**src/direct_dft_engine_defines.svh**
```systemverilog
// Assertion helpers for the DFT engine; expects clk and rst_n in scope.
`ifndef DIRECT_DFT_ENGINE_DEFINES_SVH
`define DIRECT_DFT_ENGINE_DEFINES_SVH

// Same-cycle implication.
`define DDE_ASSERT_IMPLY(lbl, ante, cons, msg) \
  lbl: assert property (@(posedge clk) disable iff (!rst_n) (ante) |-> (cons)) \
    else $error(msg);

// Next-cycle implication.
`define DDE_ASSERT_NEXT(lbl, ante, cons, msg) \
  lbl: assert property (@(posedge clk) disable iff (!rst_n) (ante) |=> (cons)) \
    else $error(msg);

`endif

```
**src/dde_pkg.sv**
```systemverilog
package dde_pkg;

  localparam int MAX_POINTS    = 64;
  localparam int PTR_BITS      = $clog2(MAX_POINTS);
  localparam int LOG2_BITS     = 3;
  localparam logic [LOG2_BITS-1:0] LOG2_MAX = LOG2_BITS'(PTR_BITS);
  localparam int SAMPLE_BITS   = 16;
  localparam int FRAC_BITS     = SAMPLE_BITS - 1;
  localparam int PROD_BITS     = 2 * SAMPLE_BITS - FRAC_BITS;
  localparam int ACC_BITS      = 24;
  localparam int OUT_BITS      = 24;
  localparam int CFG_IDX_BITS  = 2;
  localparam int CFG_DATA_BITS = 3;

  typedef enum logic [CFG_IDX_BITS-1:0] {
    CFG_SIZE_LOG2 = 2'd0,
    CFG_INVERSE   = 2'd1
  } cfg_reg_t;

  typedef logic signed [SAMPLE_BITS-1:0] smp_t;
  typedef logic signed [PROD_BITS-1:0]   prod_t;
  typedef logic signed [ACC_BITS-1:0]    acc_t;

  typedef struct packed {
    smp_t re;
    smp_t im;
  } cplx_t;

  // one MAC issue slot from the sequencer
  typedef struct packed {
    logic                vld;
    logic                first;
    logic                last;
    logic                last_bin;
    logic [PTR_BITS-1:0] phase;
  } issue_t;

  // sin(pi*j/32) in Q15, rounded half up, 1.0 saturated
  function automatic smp_t quarter_sin(input logic [4:0] j);
    smp_t v;
    case (j)
      5'd0:    v = 16'sd0;
      5'd1:    v = 16'sd3212;
      5'd2:    v = 16'sd6393;
      5'd3:    v = 16'sd9512;
      5'd4:    v = 16'sd12540;
      5'd5:    v = 16'sd15447;
      5'd6:    v = 16'sd18205;
      5'd7:    v = 16'sd20788;
      5'd8:    v = 16'sd23170;
      5'd9:    v = 16'sd25330;
      5'd10:   v = 16'sd27246;
      5'd11:   v = 16'sd28899;
      5'd12:   v = 16'sd30274;
      5'd13:   v = 16'sd31357;
      5'd14:   v = 16'sd32138;
      5'd15:   v = 16'sd32610;
      5'd16:   v = 16'sd32767;
      default: v = 16'sd0;
    endcase
    return v;
  endfunction

  // full-circle twiddle: re = cos, im = sin of 2*pi*idx/MAX_POINTS
  function automatic cplx_t twiddle(input logic [PTR_BITS-1:0] idx);
    logic [3:0] m;
    smp_t       c;
    smp_t       s;
    cplx_t      w;
    m = idx[3:0];
    c = quarter_sin(5'd16 - {1'b0, m});
    s = quarter_sin({1'b0, m});
    case (idx[PTR_BITS-1 -: 2])
      2'd0:    begin w.re = c;  w.im = s;  end
      2'd1:    begin w.re = -s; w.im = c;  end
      2'd2:    begin w.re = -c; w.im = -s; end
      default: begin w.re = s;  w.im = -c; end
    endcase
    return w;
  endfunction

endpackage

```
**src/dde_cmac.sv**
```systemverilog
module dde_cmac
  import dde_pkg::*;
(
  input  logic                       clk,
  input  logic                       rst_n,
  input  issue_t                     issue,
  input  cplx_t                      smp,
  input  logic                       inv,
  input  logic [LOG2_BITS-1:0]       lg,
  output logic                       out_vld,
  output logic                       out_last,
  output logic signed [OUT_BITS-1:0] out_re,
  output logic signed [OUT_BITS-1:0] out_im
);

  issue_t ctl1_r;
  issue_t ctl2_r;
  smp_t   cos1_r;
  smp_t   sin1_r;
  prod_t  p_rc_r;
  prod_t  p_is_r;
  prod_t  p_rs_r;
  prod_t  p_ic_r;
  acc_t   acc_re_r;
  acc_t   acc_im_r;
  logic   out_vld_r;
  logic   out_last_r;
  acc_t   out_re_r;
  acc_t   out_im_r;

  cplx_t  tw;
  smp_t   sin_eff;
  logic signed [2*SAMPLE_BITS-1:0] m_rc;
  logic signed [2*SAMPLE_BITS-1:0] m_is;
  logic signed [2*SAMPLE_BITS-1:0] m_rs;
  logic signed [2*SAMPLE_BITS-1:0] m_ic;
  acc_t   base_re;
  acc_t   base_im;
  acc_t   sum_re;
  acc_t   sum_im;

  // forward uses cos - j sin, inverse the conjugate
  assign tw      = twiddle(issue.phase);
  assign sin_eff = inv ? tw.im : -tw.im;

  assign m_rc = smp.re * cos1_r;
  assign m_is = smp.im * sin1_r;
  assign m_rs = smp.re * sin1_r;
  assign m_ic = smp.im * cos1_r;

  // |sum| stays below 2^22 for 64 points, so the accumulator never wraps
  assign base_re = ctl2_r.first ? '0 : acc_re_r;
  assign base_im = ctl2_r.first ? '0 : acc_im_r;
  assign sum_re  = base_re + acc_t'(p_rc_r) - acc_t'(p_is_r);
  assign sum_im  = base_im + acc_t'(p_rs_r) + acc_t'(p_ic_r);

  always_ff @(posedge clk) begin
    if (!rst_n) begin
      ctl1_r     <= '0;
      ctl2_r     <= '0;
      out_vld_r  <= 1'b0;
      out_last_r <= 1'b0;
    end else begin
      ctl1_r     <= issue;
      ctl2_r     <= ctl1_r;
      out_vld_r  <= ctl2_r.vld && ctl2_r.last;
      out_last_r <= ctl2_r.vld && ctl2_r.last_bin;
    end
  end

  always_ff @(posedge clk) begin
    cos1_r <= tw.re;
    sin1_r <= sin_eff;
    // floor shift of each product back to Q15
    p_rc_r <= m_rc[2*SAMPLE_BITS-1:FRAC_BITS];
    p_is_r <= m_is[2*SAMPLE_BITS-1:FRAC_BITS];
    p_rs_r <= m_rs[2*SAMPLE_BITS-1:FRAC_BITS];
    p_ic_r <= m_ic[2*SAMPLE_BITS-1:FRAC_BITS];
    if (ctl2_r.vld) begin
      acc_re_r <= sum_re;
      acc_im_r <= sum_im;
    end
    out_re_r <= inv ? (sum_re >>> lg) : sum_re;
    out_im_r <= inv ? (sum_im >>> lg) : sum_im;
  end

  assign out_vld  = out_vld_r;
  assign out_last = out_last_r;
  assign out_re   = OUT_BITS'(out_re_r);
  assign out_im   = OUT_BITS'(out_im_r);

endmodule

```
**config.mk**
```make
export PLATFORM = sky130hd
export DESIGN_NAME = dde_cmac
export DESIGN_NICKNAME = d
export VERILOG_FILES = /design/src/direct_dft_engine_defines.svh /design/src/dde_pkg.sv /design/src/dde_cmac.sv
export SDC_FILE = /design/constraint.sdc
export NUM_CORES = 2
export LEC_CHECK = 0
export ABC_AREA = 1
export BUFFER_PORTS_ARGS = -buffer_cell sky130_fd_sc_hd__buf_2
export CORE_MARGIN = 2
export CORE_UTILIZATION = 40
export CTS_BUF_LIST = sky130_fd_sc_hd__clkbuf_4
export DETAILED_ROUTE_END_ITERATION = 10
export GPL_TIMING_DRIVEN = 1
export PLACE_DENSITY = 0.57
export SYNTH_ARGS = -nofsm -noshare
export SYNTH_HDL_FRONTEND = slang
export SYNTH_SLANG_ARGS = --single-unit
```
**constraint.sdc**
```tcl
create_clock -name clk -period 8.7 [get_ports clk]
set_input_delay 1.74 -clock clk [delete_from_list [all_inputs] [get_ports clk]]
set_output_delay 1.74 -clock clk [all_outputs]
set_load 0.05 [all_outputs]
```
# Yosys cells after proc, flatten, opt, wreduce, memory -nomap -nowiden
# Memories as Yosys holds them, arrays and structs flattened.
# Cells that the tools add are included.
# W data, S select, Z words.
[totals] inputBits=48 mem_bits_ro=720 reg_bits=206 wordCells=47 mem_count=2
[memory_table] memory="(name not given)" words=32 width=15 rd=1 rd_ports_with_merged_regs=0 write_ports=0 line_no="dde_pkg.sv:41" rtl="case (j)"
[memory_table] memory="(name not given)" words=16 width=15 rd=1 rd_ports_with_merged_regs=0 write_ports=0 line_no="dde_pkg.sv:41"
[op_classes] n_mul=4 n_eq_ne=2 reduce_logical=3 mux=6 addsub=8 shifts=2
[ops] cell="$mul A16 B16 Y32" n=4
[ops] cell="$mux W24" n=4
[ops] cell="$pmux W32 S3" n=1
[ops] cell="$add A24 B17 Y24" n=3
[ops] cell="$neg A16 Y16" n=3
[ops] cell="$sshr A24 B3 Y24" n=2
[ops] cell="$sub A24 B17 Y24" n=1
[ops] cell="$mux W16" n=1
[ops] cell="$sub A5 B4 Y5 const A" n=1
[ops] cell="$eq A2 B1 Y1 const B" n=1
[ops] cell="$eq A2 B2 Y1 const B" n=1
[ops] cell="$logic_and A1 B1 Y1" n=2
[ops] cell="$logic_not A2 Y1" n=1

# Logic depth before layout (Yosys ltp)
# An unclocked memory read counts as a cell.
[logic_depth] ltp_word=6 depth_mapped=28

# Least setup slack after synthesis
# No wires, ideal clock.
[synth_path] path_type="input to register" startpoint="input port smp[17] in the netlist's numbering" endpoint="register p_rs_r[13]" slack_ns=1.746 path_stages=26 n_path_buf=2 required_ns=8.628 t_arrival_ns=6.882 path_cell_list="clkbuf_1 -> buf_1 -> nand2_1 -> fa_1 -> fa_1 -> inv_1 -> fa_1 -> fa_1 -> fa_1 -> inv_1 -> fa_1 -> inv_1 -> ha_1 -> nand2_1 -> nor2_1 -> inv_1 -> nor3_1 -> nand3_1 -> nand3_1 -> nand2_1 -> o211ai_1 -> nand3_1 -> nand2_1 -> nand3_1 -> nand2_1 -> xor2_1"
[synth_between] elab_chain_cells=1
[synth_lines] item="start, declared" line_no="dde_cmac.sv:7" rtl="input cplx_t smp,"
[synth_lines] item="$mul A16 B16 Y32" line_no="dde_cmac.sv:48" rtl="assign m_rs = smp.re * sin1_r;"
[synth_lines] item="via m_rs[28]" line_no="dde_cmac.sv:35" rtl="logic signed [2*SAMPLE_BITS-1:0] m_rs;"
[synth_lines] item="end signal, assigned" line_no="dde_cmac.sv:77" rtl="p_rs_r <= m_rs[2*SAMPLE_BITS-1:FRAC_BITS];"
[synth_lines] item="end, declared" line_no="dde_cmac.sv:22" rtl="prod_t p_rs_r;"
# The timed path passes the listed nets, and every way through them passes these cells.
# A chain may end at the register's enable or synchronous reset.

# Worst setup path in the final report
[layout_path] startpoint="input port smp[24] in the netlist's numbering" endpoint="register p_rs_r[12]"
# Same word-level chain as after synthesis.

==> results.ini <==
[timing]
final_critical_path_setup_slack_ns=1.47
setup_total_negative_slack_ns=0
worst_setup_skew_after_layout_ns=0.133
final.min_clock_period_ns=7.23
setup_repair_after_global_routing_missed_its_margin=false
hold_violations=0
timing.slew.headroom_pct=1.26
maxClockFrequency_ghz=0.138
setup-violations-final=0
transition_time_at_the_pin_with_the_least_slew_margin_ns=1.48
timing_max_transition_violations_final=0
final.period_utilization_pct=83.1

[logic_synthesis]
synth_cells=6707
ys.warnings.count=0
synth_nets=8220
synth_enable_flop_cells=48
commonest_register_cell_after_synthesis=sky130_fd_sc_hd__dfxtp_1
synth-async-reset-ratio_pct=0
ys_seq_elements=206
ys_seq_area_share_pct=8.78
synth.avg_cell_area_um2=7.82
yosys.cell_types.count=59
syn_area_um2=52500

[global_route]
gr-max-usage-layer=met2
globalRoute.totalOverflow=0
antenna_found_initial=13
grt_use_met1_pct=31.4
grt.met2_usage_pct=39.0
grt_util_met3_pct=3.25
via_count_of_the_first_global_routing_pass=44600
grt_util_all_layers_pct=23.4
grt_max_degree=80
wire_length_of_the_first_global_routing_pass_mm=247

[worst_hold_path]
hold_path_class=reg2reg
hold_path_end=ctl2_r[9]
timing.hold.worst.start=ctl1_r[9]
holdPathStages=2

[placed_design]
port_buffers=97
place_hpwl_mm=121
gp_routability_congestion=0.958
place_ws_ns=0.750
post_dp_area_um2=54800

[worst_setup_path]
critPathCaptureType=flip-flop
worst-setup-path-type=in2reg
startpoint_type=input pin
cpMaxStageDelayCell=sky130_fd_sc_hd__nor4_1
cp_num_buf_inv=4
cp.arrival_ns=7.86
critPathTopFamily=adder cells
rrSetupSlack_ns=1.52
timing.critical_path.fanout_max=32
worst_stage_delay_on_the_critical_path_ns=0.75
worst-r2r-cell-count=21
timing.critical_path.required_ns=9.33
worst_r2r_endpoint=p_ic_r[14]
cp_cell_sequence=buf_2 > nand2_1 > fa_1 > fa_1 > fa_1 > fa_1 > inv_1 > fa_1 > inv_1 > fa_1 > inv_1 > ha_1 > nand2_1 > nor4_1 > nand2_1 > nand2_1 > nand2_1 > nand2_1 > nand3_1 > nand2_1 > a21oi_1 > xnor2_1
timing.rr.start=cos1_r[5]
worst_path_most_repeated_cell=sky130_fd_sc_hd__nand2_1

[finish]
flow.area_growth_from_synthesis_pct=5.89
drive_gt1_share_pct=5.12
final_cell_area_um2=55600
most-common-layout-cells=sky130_fd_sc_hd__inv_1 (1,915), sky130_fd_sc_hd__nand2_1 (1,557), sky130_fd_sc_hd__fa_1 (1,091)
mostFrequentLayoutCell=sky130_fd_sc_hd__inv_1
num-nets-final=8207

[clocking]
clock_insertion_delay_worst_skew_ns=0.87
htreeDepth=2
clock_path_buffers=3
cts.repair_timing.setup_buffer_count=0
clk_pin_slew_worst_paths_ns=0.07
postCtsResizedCells=0
cts.sinks=206
cts_root_buf=sky130_fd_sc_hd__clkbuf_4
cts_made_buffers=60
cts.hold.buffers_added=0
tritoncts_clock_tree=done

[route]
wl_mm=150
dr_total_vias=41700
first_pass_iters=6
final_antenna_net_count=0
routedWlPerCell_um=17.7
detail_route.drc_violations=0
avgViaCountPerCell=4.91
drtIter0Drc=2930

[outcome]
run_status=finished, final reports clean

[floorplanning]
floorplan.rows=132
floorplan.initialDensity_pct=40.4
die_y_um=366
chipWidth_um=366
core_area_um2=130000
floorplan.die_area_um2=134000
ios=98

[job]
maxCapViolCount=0

## cell usage after synthesis (all sizes together), types with 33 or more instances
cell | count | area, um2
a21oi | 215 | 1080
buf | 36 | 193
clkbuf | 221 | 830
dfxtp | 158 | 3160
edfxtp | 48 | 1440
fa | 1091 | 21800
ha | 374 | 4680
inv | 1920 | 7210
nand2 | 1575 | 5980
nand3 | 286 | 1460
nor2 | 247 | 987
nor3 | 33 | 181
o21ai | 200 | 1020
xnor2 | 57 | 499
xor2 | 84 | 736
## state kept, by name, indices dropped and copies added, names as in the netlist, 4 cells and up
register,flops
acc_im_r,24
acc_re_r,24
out_im,24
out_re,24
p_ic_r,17
p_is_r,17
p_rc_r,17
p_rs_r,17
cos1_r,16
sin1_r,16
ctl1_r,4
ctl2_r,4
## worst min-delay path, stage by stage, from the launching register on
cell and delay, ns:
sky130_fd_sc_hd__dfxtp_1 0.29, sky130_fd_sc_hd__nand2_1 0.05, sky130_fd_sc_hd__inv_1 0.03
## final cells by class
| class | count | area [um2] |
|---|---|---|
| Antenna cell | 5 | 12.5 |
| Clock buffer | 86 | 646 |
| Clock inverter | 23 | 138 |
| Fill cell | 13400 | 74300 |
| Inverter | 1924 | 7220 |
| Multi-Input combinational cell | 4320 | 39600 |
| Sequential cell | 206 | 4610 |
| Tap cell | 1742 | 2180 |
| Timing Repair Buffer | 182 | 1140 |
## worst max path at each step
stage | start | to | slack (ns) | cells after the start
final | smp[24] | p_rs_r[12] | 1.47 | 22
after global routing | cos1_r[1] | p_ic_r[16] | 1.24 | 19
after CTS | cos1_r[1] | p_ic_r[16] | 1.57 | 21
after detailed placement | smp[24] | p_rs_r[12] | 0.75 | 22
after global placement | smp[21] | p_rs_r[12] | 0.76 | 23
after floorplan | smp[17] | p_rs_r[13] | 1.75 | 26
## metal layers
metal,wire length (um),vias up,share of wire (%)
li1,-,19500,-
met1,64800,20700,43
met2,70500,1233,47
met3,9460,205,6.3
met4,5020,14,3.4
met5,76,-,0.051
## stage by stage
step	util, %	cells	hold slack (ns)
floorplan	-	6707	0.390
global placement	42.2	8374	0.395
CTS	42.8	8483	0.395
finish	42.8	8488	0.398
global route	42.8	8487	0.425
detailed placement	42.2	8374	0.398
## kinds of logic (layout without fill, tap and decap cells)
logic type	after synthesis	in the layout	share of synthesized area (%)
xor+xnor	141	141	2.35
simple gates	2196	2196	17.1
compound gates	518	518	5.49
other cells	0	5	0
flops	206	206	8.78
fa+ha+maj	1465	1465	50.5
buf+inv	2181	2215	15.7
Power is not shown: default switching activity piles up to over one toggle a cycle in this logic, so the estimate is an artifact.
