### config.mk
export PLATFORM = sky130hd
export DESIGN_NAME = dde_seq
export DESIGN_NICKNAME = d
export VERILOG_FILES = /design/src/direct_dft_engine_defines.svh /design/src/dde_pkg.sv /design/src/dde_seq.sv
export SDC_FILE = /design/constraint.sdc
export NUM_CORES = 1
export LEC_CHECK = 0
export ABC_CLOCK_PERIOD_IN_PS = 3700
export BUFFER_PORTS_ARGS = -buffer_cell sky130_fd_sc_hd__buf_2
export CORE_MARGIN = 8
export CORE_UTILIZATION = 50
export DETAILED_ROUTE_END_ITERATION = 7
export PLACE_DENSITY = 0.78
export SYNTH_ARGS = -nofsm -noshare
export SYNTH_HDL_FRONTEND = slang
export SYNTH_SLANG_ARGS = --single-unit
export TNS_END_PERCENT = 10
### constraint.sdc
create_clock -name clk -period 3.7 [get_ports clk]
set_input_delay 0.74 -clock clk [delete_from_list [all_inputs] [get_ports clk]]
set_output_delay 0.74 -clock clk [all_outputs]
set_load 0.1 [all_outputs]
### src/direct_dft_engine_defines.svh
// Assertion helpers for the DFT engine; expects clk and rst_n in scope.
`ifndef DIRECT_DFT_ENGINE_DEFINES_SVH
`define DIRECT_DFT_ENGINE_DEFINES_SVH

// Same-cycle implication.
`define DDE_ASSERT_IMPLY(lbl, ante, cons, msg) \
  lbl: assert property (@(posedge clk) disable iff (!rst_n) (ante) |-> (cons)) \
    else $error(msg);

// Next-cycle implication.
`define DDE_ASSERT_NEXT(lbl, ante, cons, msg) \
  lbl: assert property (@(posedge clk) disable iff (!rst_n) (ante) |=> (cons)) \
    else $error(msg);

`endif

### src/dde_pkg.sv
package dde_pkg;

  localparam int MAX_POINTS    = 64;
  localparam int PTR_BITS      = $clog2(MAX_POINTS);
  localparam int LOG2_BITS     = 3;
  localparam logic [LOG2_BITS-1:0] LOG2_MAX = LOG2_BITS'(PTR_BITS);
  localparam int SAMPLE_BITS   = 16;
  localparam int FRAC_BITS     = SAMPLE_BITS - 1;
  localparam int PROD_BITS     = 2 * SAMPLE_BITS - FRAC_BITS;
  localparam int ACC_BITS      = 24;
  localparam int OUT_BITS      = 24;
  localparam int CFG_IDX_BITS  = 2;
  localparam int CFG_DATA_BITS = 3;

  typedef enum logic [CFG_IDX_BITS-1:0] {
    CFG_SIZE_LOG2 = 2'd0,
    CFG_INVERSE   = 2'd1
  } cfg_reg_t;

  typedef logic signed [SAMPLE_BITS-1:0] smp_t;
  typedef logic signed [PROD_BITS-1:0]   prod_t;
  typedef logic signed [ACC_BITS-1:0]    acc_t;

  typedef struct packed {
    smp_t re;
    smp_t im;
  } cplx_t;

  // one MAC issue slot from the sequencer
  typedef struct packed {
    logic                vld;
    logic                first;
    logic                last;
    logic                last_bin;
    logic [PTR_BITS-1:0] phase;
  } issue_t;

  // sin(pi*j/32) in Q15, rounded half up, 1.0 saturated
  function automatic smp_t quarter_sin(input logic [4:0] j);
    smp_t v;
    case (j)
      5'd0:    v = 16'sd0;
      5'd1:    v = 16'sd3212;
      5'd2:    v = 16'sd6393;
      5'd3:    v = 16'sd9512;
      5'd4:    v = 16'sd12540;
      5'd5:    v = 16'sd15447;
      5'd6:    v = 16'sd18205;
      5'd7:    v = 16'sd20788;
      5'd8:    v = 16'sd23170;
      5'd9:    v = 16'sd25330;
      5'd10:   v = 16'sd27246;
      5'd11:   v = 16'sd28899;
      5'd12:   v = 16'sd30274;
      5'd13:   v = 16'sd31357;
      5'd14:   v = 16'sd32138;
      5'd15:   v = 16'sd32610;
      5'd16:   v = 16'sd32767;
      default: v = 16'sd0;
    endcase
    return v;
  endfunction

  // full-circle twiddle: re = cos, im = sin of 2*pi*idx/MAX_POINTS
  function automatic cplx_t twiddle(input logic [PTR_BITS-1:0] idx);
    logic [3:0] m;
    smp_t       c;
    smp_t       s;
    cplx_t      w;
    m = idx[3:0];
    c = quarter_sin(5'd16 - {1'b0, m});
    s = quarter_sin({1'b0, m});
    case (idx[PTR_BITS-1 -: 2])
      2'd0:    begin w.re = c;  w.im = s;  end
      2'd1:    begin w.re = -s; w.im = c;  end
      2'd2:    begin w.re = -c; w.im = -s; end
      default: begin w.re = s;  w.im = -c; end
    endcase
    return w;
  endfunction

endpackage

### src/dde_seq.sv
module dde_seq
  import dde_pkg::*;
(
  input  logic                 clk,
  input  logic                 rst_n,
  input  logic                 start,
  input  logic [LOG2_BITS-1:0] lg,
  input  logic                 done_bin,
  output logic                 busy,
  output logic                 wr_en,
  output logic [PTR_BITS-1:0]  wr_addr,
  output logic [PTR_BITS-1:0]  rd_addr,
  output issue_t               issue
);

  typedef enum logic [1:0] {
    ST_IDLE,
    ST_RUN,
    ST_DRAIN
  } state_t;

  state_t              state_r;
  logic [PTR_BITS-1:0] load_cnt_r;
  logic [PTR_BITS-1:0] t_r;
  logic [PTR_BITS-1:0] k_r;
  logic [PTR_BITS-1:0] phase_r;
  logic [PTR_BITS-1:0] step_r;

  logic [PTR_BITS:0]   n_pts;
  logic [PTR_BITS:0]   n_m1_w;
  logic [PTR_BITS:0]   inc_w;
  logic [PTR_BITS-1:0] n_m1;
  logic [PTR_BITS-1:0] inc;
  logic [PTR_BITS:0]   cnt_p1;
  logic                accept;
  logic                blk_done;

  assign n_pts    = (PTR_BITS+1)'(1) << lg;
  assign n_m1_w   = n_pts - 1'b1;
  assign n_m1     = n_m1_w[PTR_BITS-1:0];
  // phase step between bins is MAX_POINTS/n, wraps to zero when n is one
  assign inc_w    = (PTR_BITS+1)'(MAX_POINTS) >> lg;
  assign inc      = inc_w[PTR_BITS-1:0];
  assign cnt_p1   = {1'b0, load_cnt_r} + 1'b1;
  assign accept   = start && (state_r == ST_IDLE);
  assign blk_done = (cnt_p1 >= n_pts);

  assign busy    = (state_r != ST_IDLE);
  assign wr_en   = accept;
  assign wr_addr = load_cnt_r;
  assign rd_addr = t_r;

  always_comb begin
    issue.vld      = (state_r == ST_RUN);
    issue.first    = (t_r == '0);
    issue.last     = (t_r == n_m1);
    issue.last_bin = (t_r == n_m1) && (k_r == n_m1);
    issue.phase    = phase_r;
  end

  always_ff @(posedge clk) begin
    if (!rst_n) begin
      state_r    <= ST_IDLE;
      load_cnt_r <= '0;
      t_r        <= '0;
      k_r        <= '0;
      phase_r    <= '0;
      step_r     <= '0;
    end else begin
      case (state_r)
        ST_IDLE: begin
          if (accept) begin
            if (blk_done) begin
              load_cnt_r <= '0;
              t_r        <= '0;
              k_r        <= '0;
              phase_r    <= '0;
              step_r     <= '0;
              state_r    <= ST_RUN;
            end else begin
              load_cnt_r <= cnt_p1[PTR_BITS-1:0];
            end
          end
        end
        ST_RUN: begin
          if (issue.last) begin
            t_r     <= '0;
            phase_r <= '0;
            k_r     <= k_r + 1'b1;
            step_r  <= step_r + inc;
            if (issue.last_bin) begin
              state_r <= ST_DRAIN;
            end
          end else begin
            t_r     <= t_r + 1'b1;
            phase_r <= phase_r + step_r;
          end
        end
        ST_DRAIN: begin
          if (done_bin) begin
            state_r <= ST_IDLE;
          end
        end
        default: begin
          state_r <= ST_IDLE;
        end
      endcase
    end
  end

endmodule

Word level (Yosys, flattened, before mapping)
Cells that the tools add are included. Widths: inputs -> output; s select.

Div/mod/pow operators: 0. Magnitude comparators: 1. Multiplexer cells: 17. Shift operators: 2. Bitwise gates (word level): 0. Multiply operators: 0. Eq/ne operators: 9. Add/subtract/negate cells: 6. Reductions and logical operators: 10.

Operators by type and width (number): $pmux 6 s2 (4); $mux 6 (7); $add 6x1->6 const B (2); $add 6x6->6 (2); $eq 6x6->1 (2); $mux 2 (5); $ne 2x2->1 const B (5); $add 6x1->7 const B (1); $ge 7x7->1 (1); $shl 1x3->7 const A (1); $shr 7x3->6 const A (1); $logic_not 6->1 (1); $pmux 2 s3 (1); $sub 6x1->6 const B (1); $reduce_and 5->1 (1); $reduce_and 4->1 (1); $reduce_bool 2->1 (2); $reduce_and 3->1 (1); $eq 2x1->1 const B (1); $eq 2x2->1 const B (1); $logic_and 1x1->1 (2); $logic_not 2->1 (1); $reduce_and 2->1 (1).

Input port bits: 7. Register bits: 32. Memories kept: 0. RAM bits: 0. ROM bits: 0. Output and inout port bits: 24. Latch bits: 0. Word-level logic and storage cells: 51.

Depth between registers and ports, before layout
Gate-level depths: netlist of the first run.

Depth after elaboration: 7. Depth in mapped cells: 14. Mapped depth without buffers: 11.

Least setup slack after synthesis of the first run
OpenSTA, ideal clock, no wires.

Kind: input -> output. From: input lg[2]. To: output issue[6] (netlist name). Arrival time: 4.544 ns. Cell stages on the path: 9. Buffers on the path: 2. Setup slack: -1.584 ns. Required time: 2.960 ns. Cell sequence: or3_1 buf_2 ha_1 clkbuf_8 nor4b_1 nor3_2 xor2_1 o211ai_2 nor3_1.

RTL lines: from (decl) (line dde_seq.sv:7) `input logic [LOG2_BITS-1:0] lg,`; to (decl) (line dde_seq.sv:13) `output issue_t issue`.

==> out/results.ini, run 1 <==
[layout]
utilization_pct = 57.6
syn_to_final_growth_pct = 13.2
num_antenna_cells = 0
layout-drive-gt1-share_pct = 19.8
layoutNonFillerInstCount = 367
layout.nets = 343

[global_route]
antenna_found_initial = 0
grt_pass1_vias = 2041
grt_max_degree = 41
grt_pass1_wl_um = 9400
grt_usage_pct = 15.8
gr-total-overflow = 0

[setup_path]
reg2reg_setup_slack_ns = 0.84
critical_path.max_fanout = 12
crit_required_ns = 2.96
path_cells = buf_2 > or3_4 > ha_4 > xor2_1 > o221ai_1 > a31oi_1 > o211ai_2 > nor3_4 > buf_12
slowest_delay_ns = 0.40
critPathKind = input pin to output port
worst-path-buf-inv = 2
arrival_ns = 2.87
crit_slowest_cell = or3_4
cp-start-kind = input pin
end_kind = output port
crit_family = simple AND/OR/NAND/NOR gates

[outcome]
status = finished clean

[pwr]
p_comb_share_pct = 25.5
finalPower_uw = 869
p_per_area_nw_per_um2 = 323
swShare_pct = 35.8
pwr-share-clk_pct = 33.3
leakagePower_nw = 1.23
power.internal_uw = 558
seqPwrFrac_pct = 41.2
vdd_drop_max_uv = 135
p_sw_uw = 311

[timing]
worst_hold_slack_ns = 0.479
finalSetupViolCount = 0
tightestPinTransition_ns = 0.492
slew_headroom_pct = 67.4
finalClockSkew_ns = 0.00927
finalHoldViolCount = 0
finalCriticalPeriod_ns = 3.61
period_share_pct = 97.6
maxSlewViolCount = 0
fmax_mhz = 277
setup_ws_ns = 0.0885

[die]
start_util_pct = 50.9
core_um2 = 4660
die_x_um = 84.9
ios = 31
die_h_um = 84.9
die_area_um2 = 7210
rows = 25

[worst_hold_path]
hp-class = register to register

[yosys]
synth_top_area_share_pct = 27.0
synth.mux.area_fraction_pct = 0
ys_ff_latch = 32
synth_common_cells = 32 x dfxtp_1, 24 x nand2_1, 22 x ha_1
synth_seq_area_share_pct = 27.0
synthAdderAreaFrac_pct = 13.3
synth.avg_cell_area_um2 = 8.36
synth-compound-area-share_pct = 20.1
synthSimpleGateAreaFrac_pct = 25.7
yosysMostFrequentCell = dfxtp_1
yosys.area_share.xor_xnor_pct = 6.27
synth_top_cell_by_area = dfxtp_1
synthArstFlopShare_pct = 0
yosys_warnings = 0
netlist_area_um2 = 2370
synth_edf_count = 0
synth_top_family_by_area = simple AND/OR/NAND/NOR gates
netlist_top_cells_area = dfxtp_1 27%, ha_1 12%, xnor2_1 4.1%
ys_types = 57
syn_inst = 284
syn_nets = 315
yosys_most_used_dff = dfxtp_1

[clock_network]
cts_made_buffers = 5
clk_latency_ns = 0.29
clk_pin_slew_worst_paths_ns = 0.07
cts_max_path_buffers = 2
cts_tree = done
root_buffer = clkbuf_8
clock-sinks = 32
h-tree-depth = 2

[route]
vias = 2168
finalWirelength_um = 5500
vias_per_cell = 5.91
first_iter_violations = 143
drt_first_pass_iters = 4
drc = 0
detail_route.wl_per_cell_um = 15.0
detail-route-antenna-nets = 0

[placement]
io_buffer_count = 30
dp_cells = 358
gp_routability_congestion = 0.839
hpwl_um = 4080
dp_slack_ns = 0.122

[flow_run]
maxCapViolations = 0

[placed cells by master (no fill, tap or decap), types with 4 or more instances in the layout]
cell type and count:
dfxtp_1 32, buf_2 28, nand2_1 24, ha_1 21
inv_1 16, nand3_1 16, a21oi_1 16, nor2_1 13
xnor2_1 11, o21ai_0 11, buf_4 8, nor2b_1 7
xor2_1 6, nand2b_1 6, a21o_1 6, a32o_1 6
a22oi_1 6, clkbuf_8 6, nand3b_1 5, a31oi_1 5
o22ai_1 5, nand4_1 4, o211ai_1 4
[worst paths after layout]
kind / startpoint / endpoint / cells past startpoint
worst min-delay path: phase_r[5]$_SDFFE_PN0P_ / phase_r[5]$_SDFFE_PN0P_ / 2
worst max-delay path: lg[1] / issue[6] / 9
worst max register to register: wr_addr[0]$_SDFFE_PN0P_ / k_r[3]$_SDFFE_PN0P_ / 11
worst min register to register: phase_r[5]$_SDFFE_PN0P_ / phase_r[5]$_SDFFE_PN0P_ / 2
[state kept, by name (all words and copies together) (netlist names)]
signal and flops:
phase_r 6, rd_addr 6, k_r 6, state_r 2
wr_addr 6, step_r 6
[layout make-up]
| class | count | area (µm²) |
|---|---|---|
| Sequential cell | 32 | 641 |
| Clock inverter | 2 | 10.0 |
| Fill cell | 422 | 1970 |
| Multi-Input combinational cell | 219 | 1590 |
| Timing Repair Buffer | 38 | 240 |
| Tap cell | 54 | 67.6 |
| Inverter | 16 | 60.1 |
| Clock buffer | 6 | 82.6 |
[power groups by stage]
stage | sequential, mW | clock (mW) | combinational [mW]
after floorplan | 0.391 | 0 | 0.157
after global placement | 0.366 | 0 | 0.215
after detailed placement | 0.366 | 0 | 0.218
after CTS | 0.358 | 0.294 | 0.220
after global routing | 0.359 | 0.309 | 0.241
final | 0.358 | 0.289 | 0.221
[routing by layer]
metal	GRT usage (%)	vias up	share of wire, %
met5	0	-	0
met4	5.50	0	2.2
met3	4.25	12	6.5
met2	27.2	66	48
met1	18.4	1005	43
li1	-	1085	-
[worst reg2reg max path: stages (launching register included)]
cell	delay, ns
dfxtp_1	0.44
ha_1	0.28
nand3_1	0.17
xnor2_1	0.17
ha_1	0.30
a21o_1	0.19
a21oi_1	0.13
o21ai_0	0.13
a21oi_1	0.21
o21ai_0	0.19
or4_1	0.54
nand2_1	0.07
[what timing repair did]
item | CTS | global route
gates resized for setup | 0 | 2
setup buffers | 0 | 1
endpoints found under the setup margin | 0 | 2
hold buffers | 0 | 0
[logic make-up after synthesis]
family | after synthesis
AO/OA/AOI/OAI | 71
AND/OR/NAND/NOR | 107
buffers and inverters | 33
XOR/XNOR | 17
flip-flops | 32
adder cells (fa/ha/maj) | 24
[stage by stage]
stage,cell area [µm²],setup TNS (ns)
after floorplan,2390,-0.141
after global placement,2570,0
after detailed placement,2570,0
after CTS,2660,0
after global routing,2690,-0.00842
final,2690,0
Power figures use the tool's default switching activity.
==> run 2: changes to the inputs <==
--- a/config.mk
+++ b/config.mk
@@ -5,7 +5,7 @@
 export SDC_FILE = /design/constraint.sdc
 export NUM_CORES = 1
 export LEC_CHECK = 0
-export ABC_CLOCK_PERIOD_IN_PS = 3700
+export ABC_CLOCK_PERIOD_IN_PS = 3950
 export BUFFER_PORTS_ARGS = -buffer_cell sky130_fd_sc_hd__buf_2
 export CORE_MARGIN = 8
 export CORE_UTILIZATION = 50
==> constraint.sdc (replaced) <==
create_clock -name clk -period 3.95 [get_ports clk]
set_input_delay 0.79 -clock clk [delete_from_list [all_inputs] [get_ports clk]]
set_output_delay 0.79 -clock clk [all_outputs]
set_load 0.1 [all_outputs]
==> run 2 against run 1 <==
The flow now finishes with violations (design-rule violations). Clock skew shrank 0.0019 ns. Cell count fell by 1.1%. Global-route usage down 0.45 points. Die area unchanged. Critical path type unchanged. Setup slack better by 0.081 ns. Core utilization shrank 0.97 points.
==> out/results.ini, run 2 (synthesis results as in run 1) <==
[layout]
syn_to_final_growth_pct = 11.3  ; was 13.2%
layout-drive-gt1-share_pct = 18.4  ; was 19.8%
layout.nets = 339  ; was 343
final_common_cell = dfxtp_1  ; unchanged
layout_common_cells = 32 x dfxtp_1, 28 x buf_2, 24 x nand2_1  ; unchanged
num_antenna_cells = 0  ; unchanged

[pwr]
vdd_drop_max_uv = 194  ; was 135 µV
finalPower_uw = 807  ; was 869 µW
leakagePower_nw = 1.21  ; was 1.23 nW
p_per_area_nw_per_um2 = 305  ; was 323 nW/µm²

[placement]
gp_routability_congestion = 0.870  ; was 0.839
io_buffer_count = 30  ; unchanged
hpwl_um = 4050  ; was 4080 µm

[worst_hold_path]
hold_depth = 2  ; unchanged
min_to = phase_r[5]$_SDFFE_PN0P_  ; unchanged
hold_start = phase_r[5]$_SDFFE_PN0P_  ; unchanged
hp-class = register to register  ; unchanged

[timing]
rsz0062_at_grt = no
finalClockSkew_ns = 0.00735  ; was 0.00927 ns
worst_hold_slack_ns = 0.487  ; was 0.479 ns
slew_headroom_pct = 67.2  ; was 67.4%
period_share_pct = 95.7
fmax_mhz = 264
finalSetupViolCount = 0  ; unchanged
finalCriticalPeriod_ns = 3.78
tightestPinTransition_ns = 0.496  ; was 0.492 ns
maxSlewViolCount = 0  ; unchanged
finalHoldViolCount = 0  ; unchanged
setup_tns_ns = 0  ; unchanged

[outcome]
violations = design-rule violations
status = finished, violations left  ; was finished clean

[setup_path]
crit_slowest_cell = or3_1  ; was or3_4
arrival_ns = 2.99  ; was 2.87 ns
cp-start-kind = input pin  ; unchanged
crit_family = simple AND/OR/NAND/NOR gates  ; unchanged
reg2reg_setup_slack_ns = 1.03  ; was 0.84 ns
end_kind = output port  ; unchanged
critPathKind = input pin to output port  ; unchanged
r2r-start = wr_addr[0]$_SDFFE_PN0P_  ; unchanged
reg2reg_to = k_r[3]$_SDFFE_PN0P_  ; unchanged
crit_required_ns = 3.16  ; was 2.96 ns
worst-path-buf-inv = 2  ; unchanged
rr_worst_depth = 10  ; was 11
slowest_delay_ns = 0.47  ; was 0.40 ns
path_cells = buf_2 > or3_1 > ha_2 > nor3b_1 > nor3_2 > xor2_1 > o211ai_2 > nor3_4 > buf_12  ; was buf_2 > or3_4 > ha_4 > xor2_1 > o221ai_1 > a31oi_1 > o211ai_2 > nor3_4 > buf_12
critical_path.max_fanout = 14  ; was 12

[clock_network]
root_buffer = clkbuf_8  ; unchanged
postCtsSetupRepairBufs = 0  ; unchanged
cts_max_path_buffers = 2  ; unchanged
clk_latency_ns = 0.29  ; about the same
holdBufCountCts = 0  ; unchanged
clock-sinks = 32  ; unchanged
cts_tree = done  ; unchanged
cts_resized = 0  ; unchanged
clk_pin_slew_worst_paths_ns = 0.07  ; about the same
h-tree-depth = 2  ; unchanged
cts_made_buffers = 5  ; unchanged

[route]
route.met3.wl_um = 261  ; was 357 µm
wl_met1_um = 2440  ; was 2370 µm
vias = 2131  ; was 2168
drt_first_pass_iters = 6  ; was 4
finalWirelength_um = 5520  ; was 5500 µm
vias_per_cell = 5.87  ; was 5.91
drc = 1  ; was 0
top_layer = met4  ; unchanged
detail_route.wl_per_cell_um = 15.2  ; was 15.0 µm
detail-route-antenna-nets = 0  ; unchanged
wl_met2_um = 2720  ; was 2650 µm
first_iter_violations = 113  ; was 143

[die]
die_x_um = 84.9  ; unchanged
die_area_um2 = 7210  ; unchanged
start_util_pct = 50.9  ; unchanged
core_um2 = 4660  ; unchanged
ios = 31  ; unchanged
rows = 25  ; unchanged
die_h_um = 84.9  ; unchanged

[global_route]
grt_max_degree = 41  ; unchanged
antenna_found_initial = 0  ; unchanged
gr-total-overflow = 0  ; unchanged
grt_usage_pct = 15.4  ; was 15.8%
grt_pass1_vias = 1863  ; was 2041
grt_pass1_wl_um = 9090  ; was 9400 µm

[flow_run]
maxCapViolations = 0  ; unchanged

==> run 2: cell types whose count changed in the layout (fill, tap and decap cells not counted), sizes merged <==
cell  change
buf       -4
==> run 2: final cells by class <==
class,instances,area (µm²)
fillers,419,2020
multi-input cells,219,1570
flip-flops and latches,32,641
repair buffers,34,210
clock buffers,6,82.6
well taps,54,67.6
inverters,16,60.1
clock inverters,2,10.0
==> run 2: metal layers <==
| layer | up-vias | global-route usage, % |
|---|---|---|
| met4 | 0 | 5.99 |
| li1 | 1076 | - |
| met1 | 1002 | 19.0 |
| met2 | 44 | 25.0 |
| met5 | - | 0 |
| met3 | 9 | 3.76 |
==> run 2: worst reg2reg max path: stages (launching register included) <==
cell	delay, ns
dfxtp_1	0.44
ha_1	0.28
nand3_1	0.19
xnor2_1	0.17
ha_1	0.31
nand3_1	0.10
o21ai_0	0.27
a21oi_1	0.16
a21o_1	0.35
or4_1	0.52
nand2_1	0.07
==> run 2: worst max path at each step <==
| stage | startpoint | to | cells after the start |
|---|---|---|---|
| 2_1_floorplan | lg[2] | issue[6] | 9 |
| 3_3_place_gp | lg[2] | issue[6] | 9 |
| 3_5_place_dp | lg[2] | issue[6] | 9 |
| 4_1_cts | lg[2] | issue[6] | 9 |
| 5_1_grt | lg[2] | issue[6] | 9 |
| 6_report | lg[2] | issue[6] | 9 |
==> run 2: report_power, final <==
part / internal (mW) / switching (mW) / leakage, nW
combinational: 0.0535 / 0.151 / 0.903
clock: 0.139 / 0.128 / 0.0510
sequential: 0.327 / 0.00848 / 0.258
==> run 2: through the flow <==
step                      cell area (µm²)  utilization (%)  std cells  setup slack [ns]
after floorplan                      2390                -        284           0.00889
after global routing                 2640             56.7        363            0.0421
after CTS                            2640             56.7        363             0.169
after detailed placement             2550             54.7        355             0.182
after global placement               2550             54.7        355             0.275
final                                2640             56.7        363             0.169
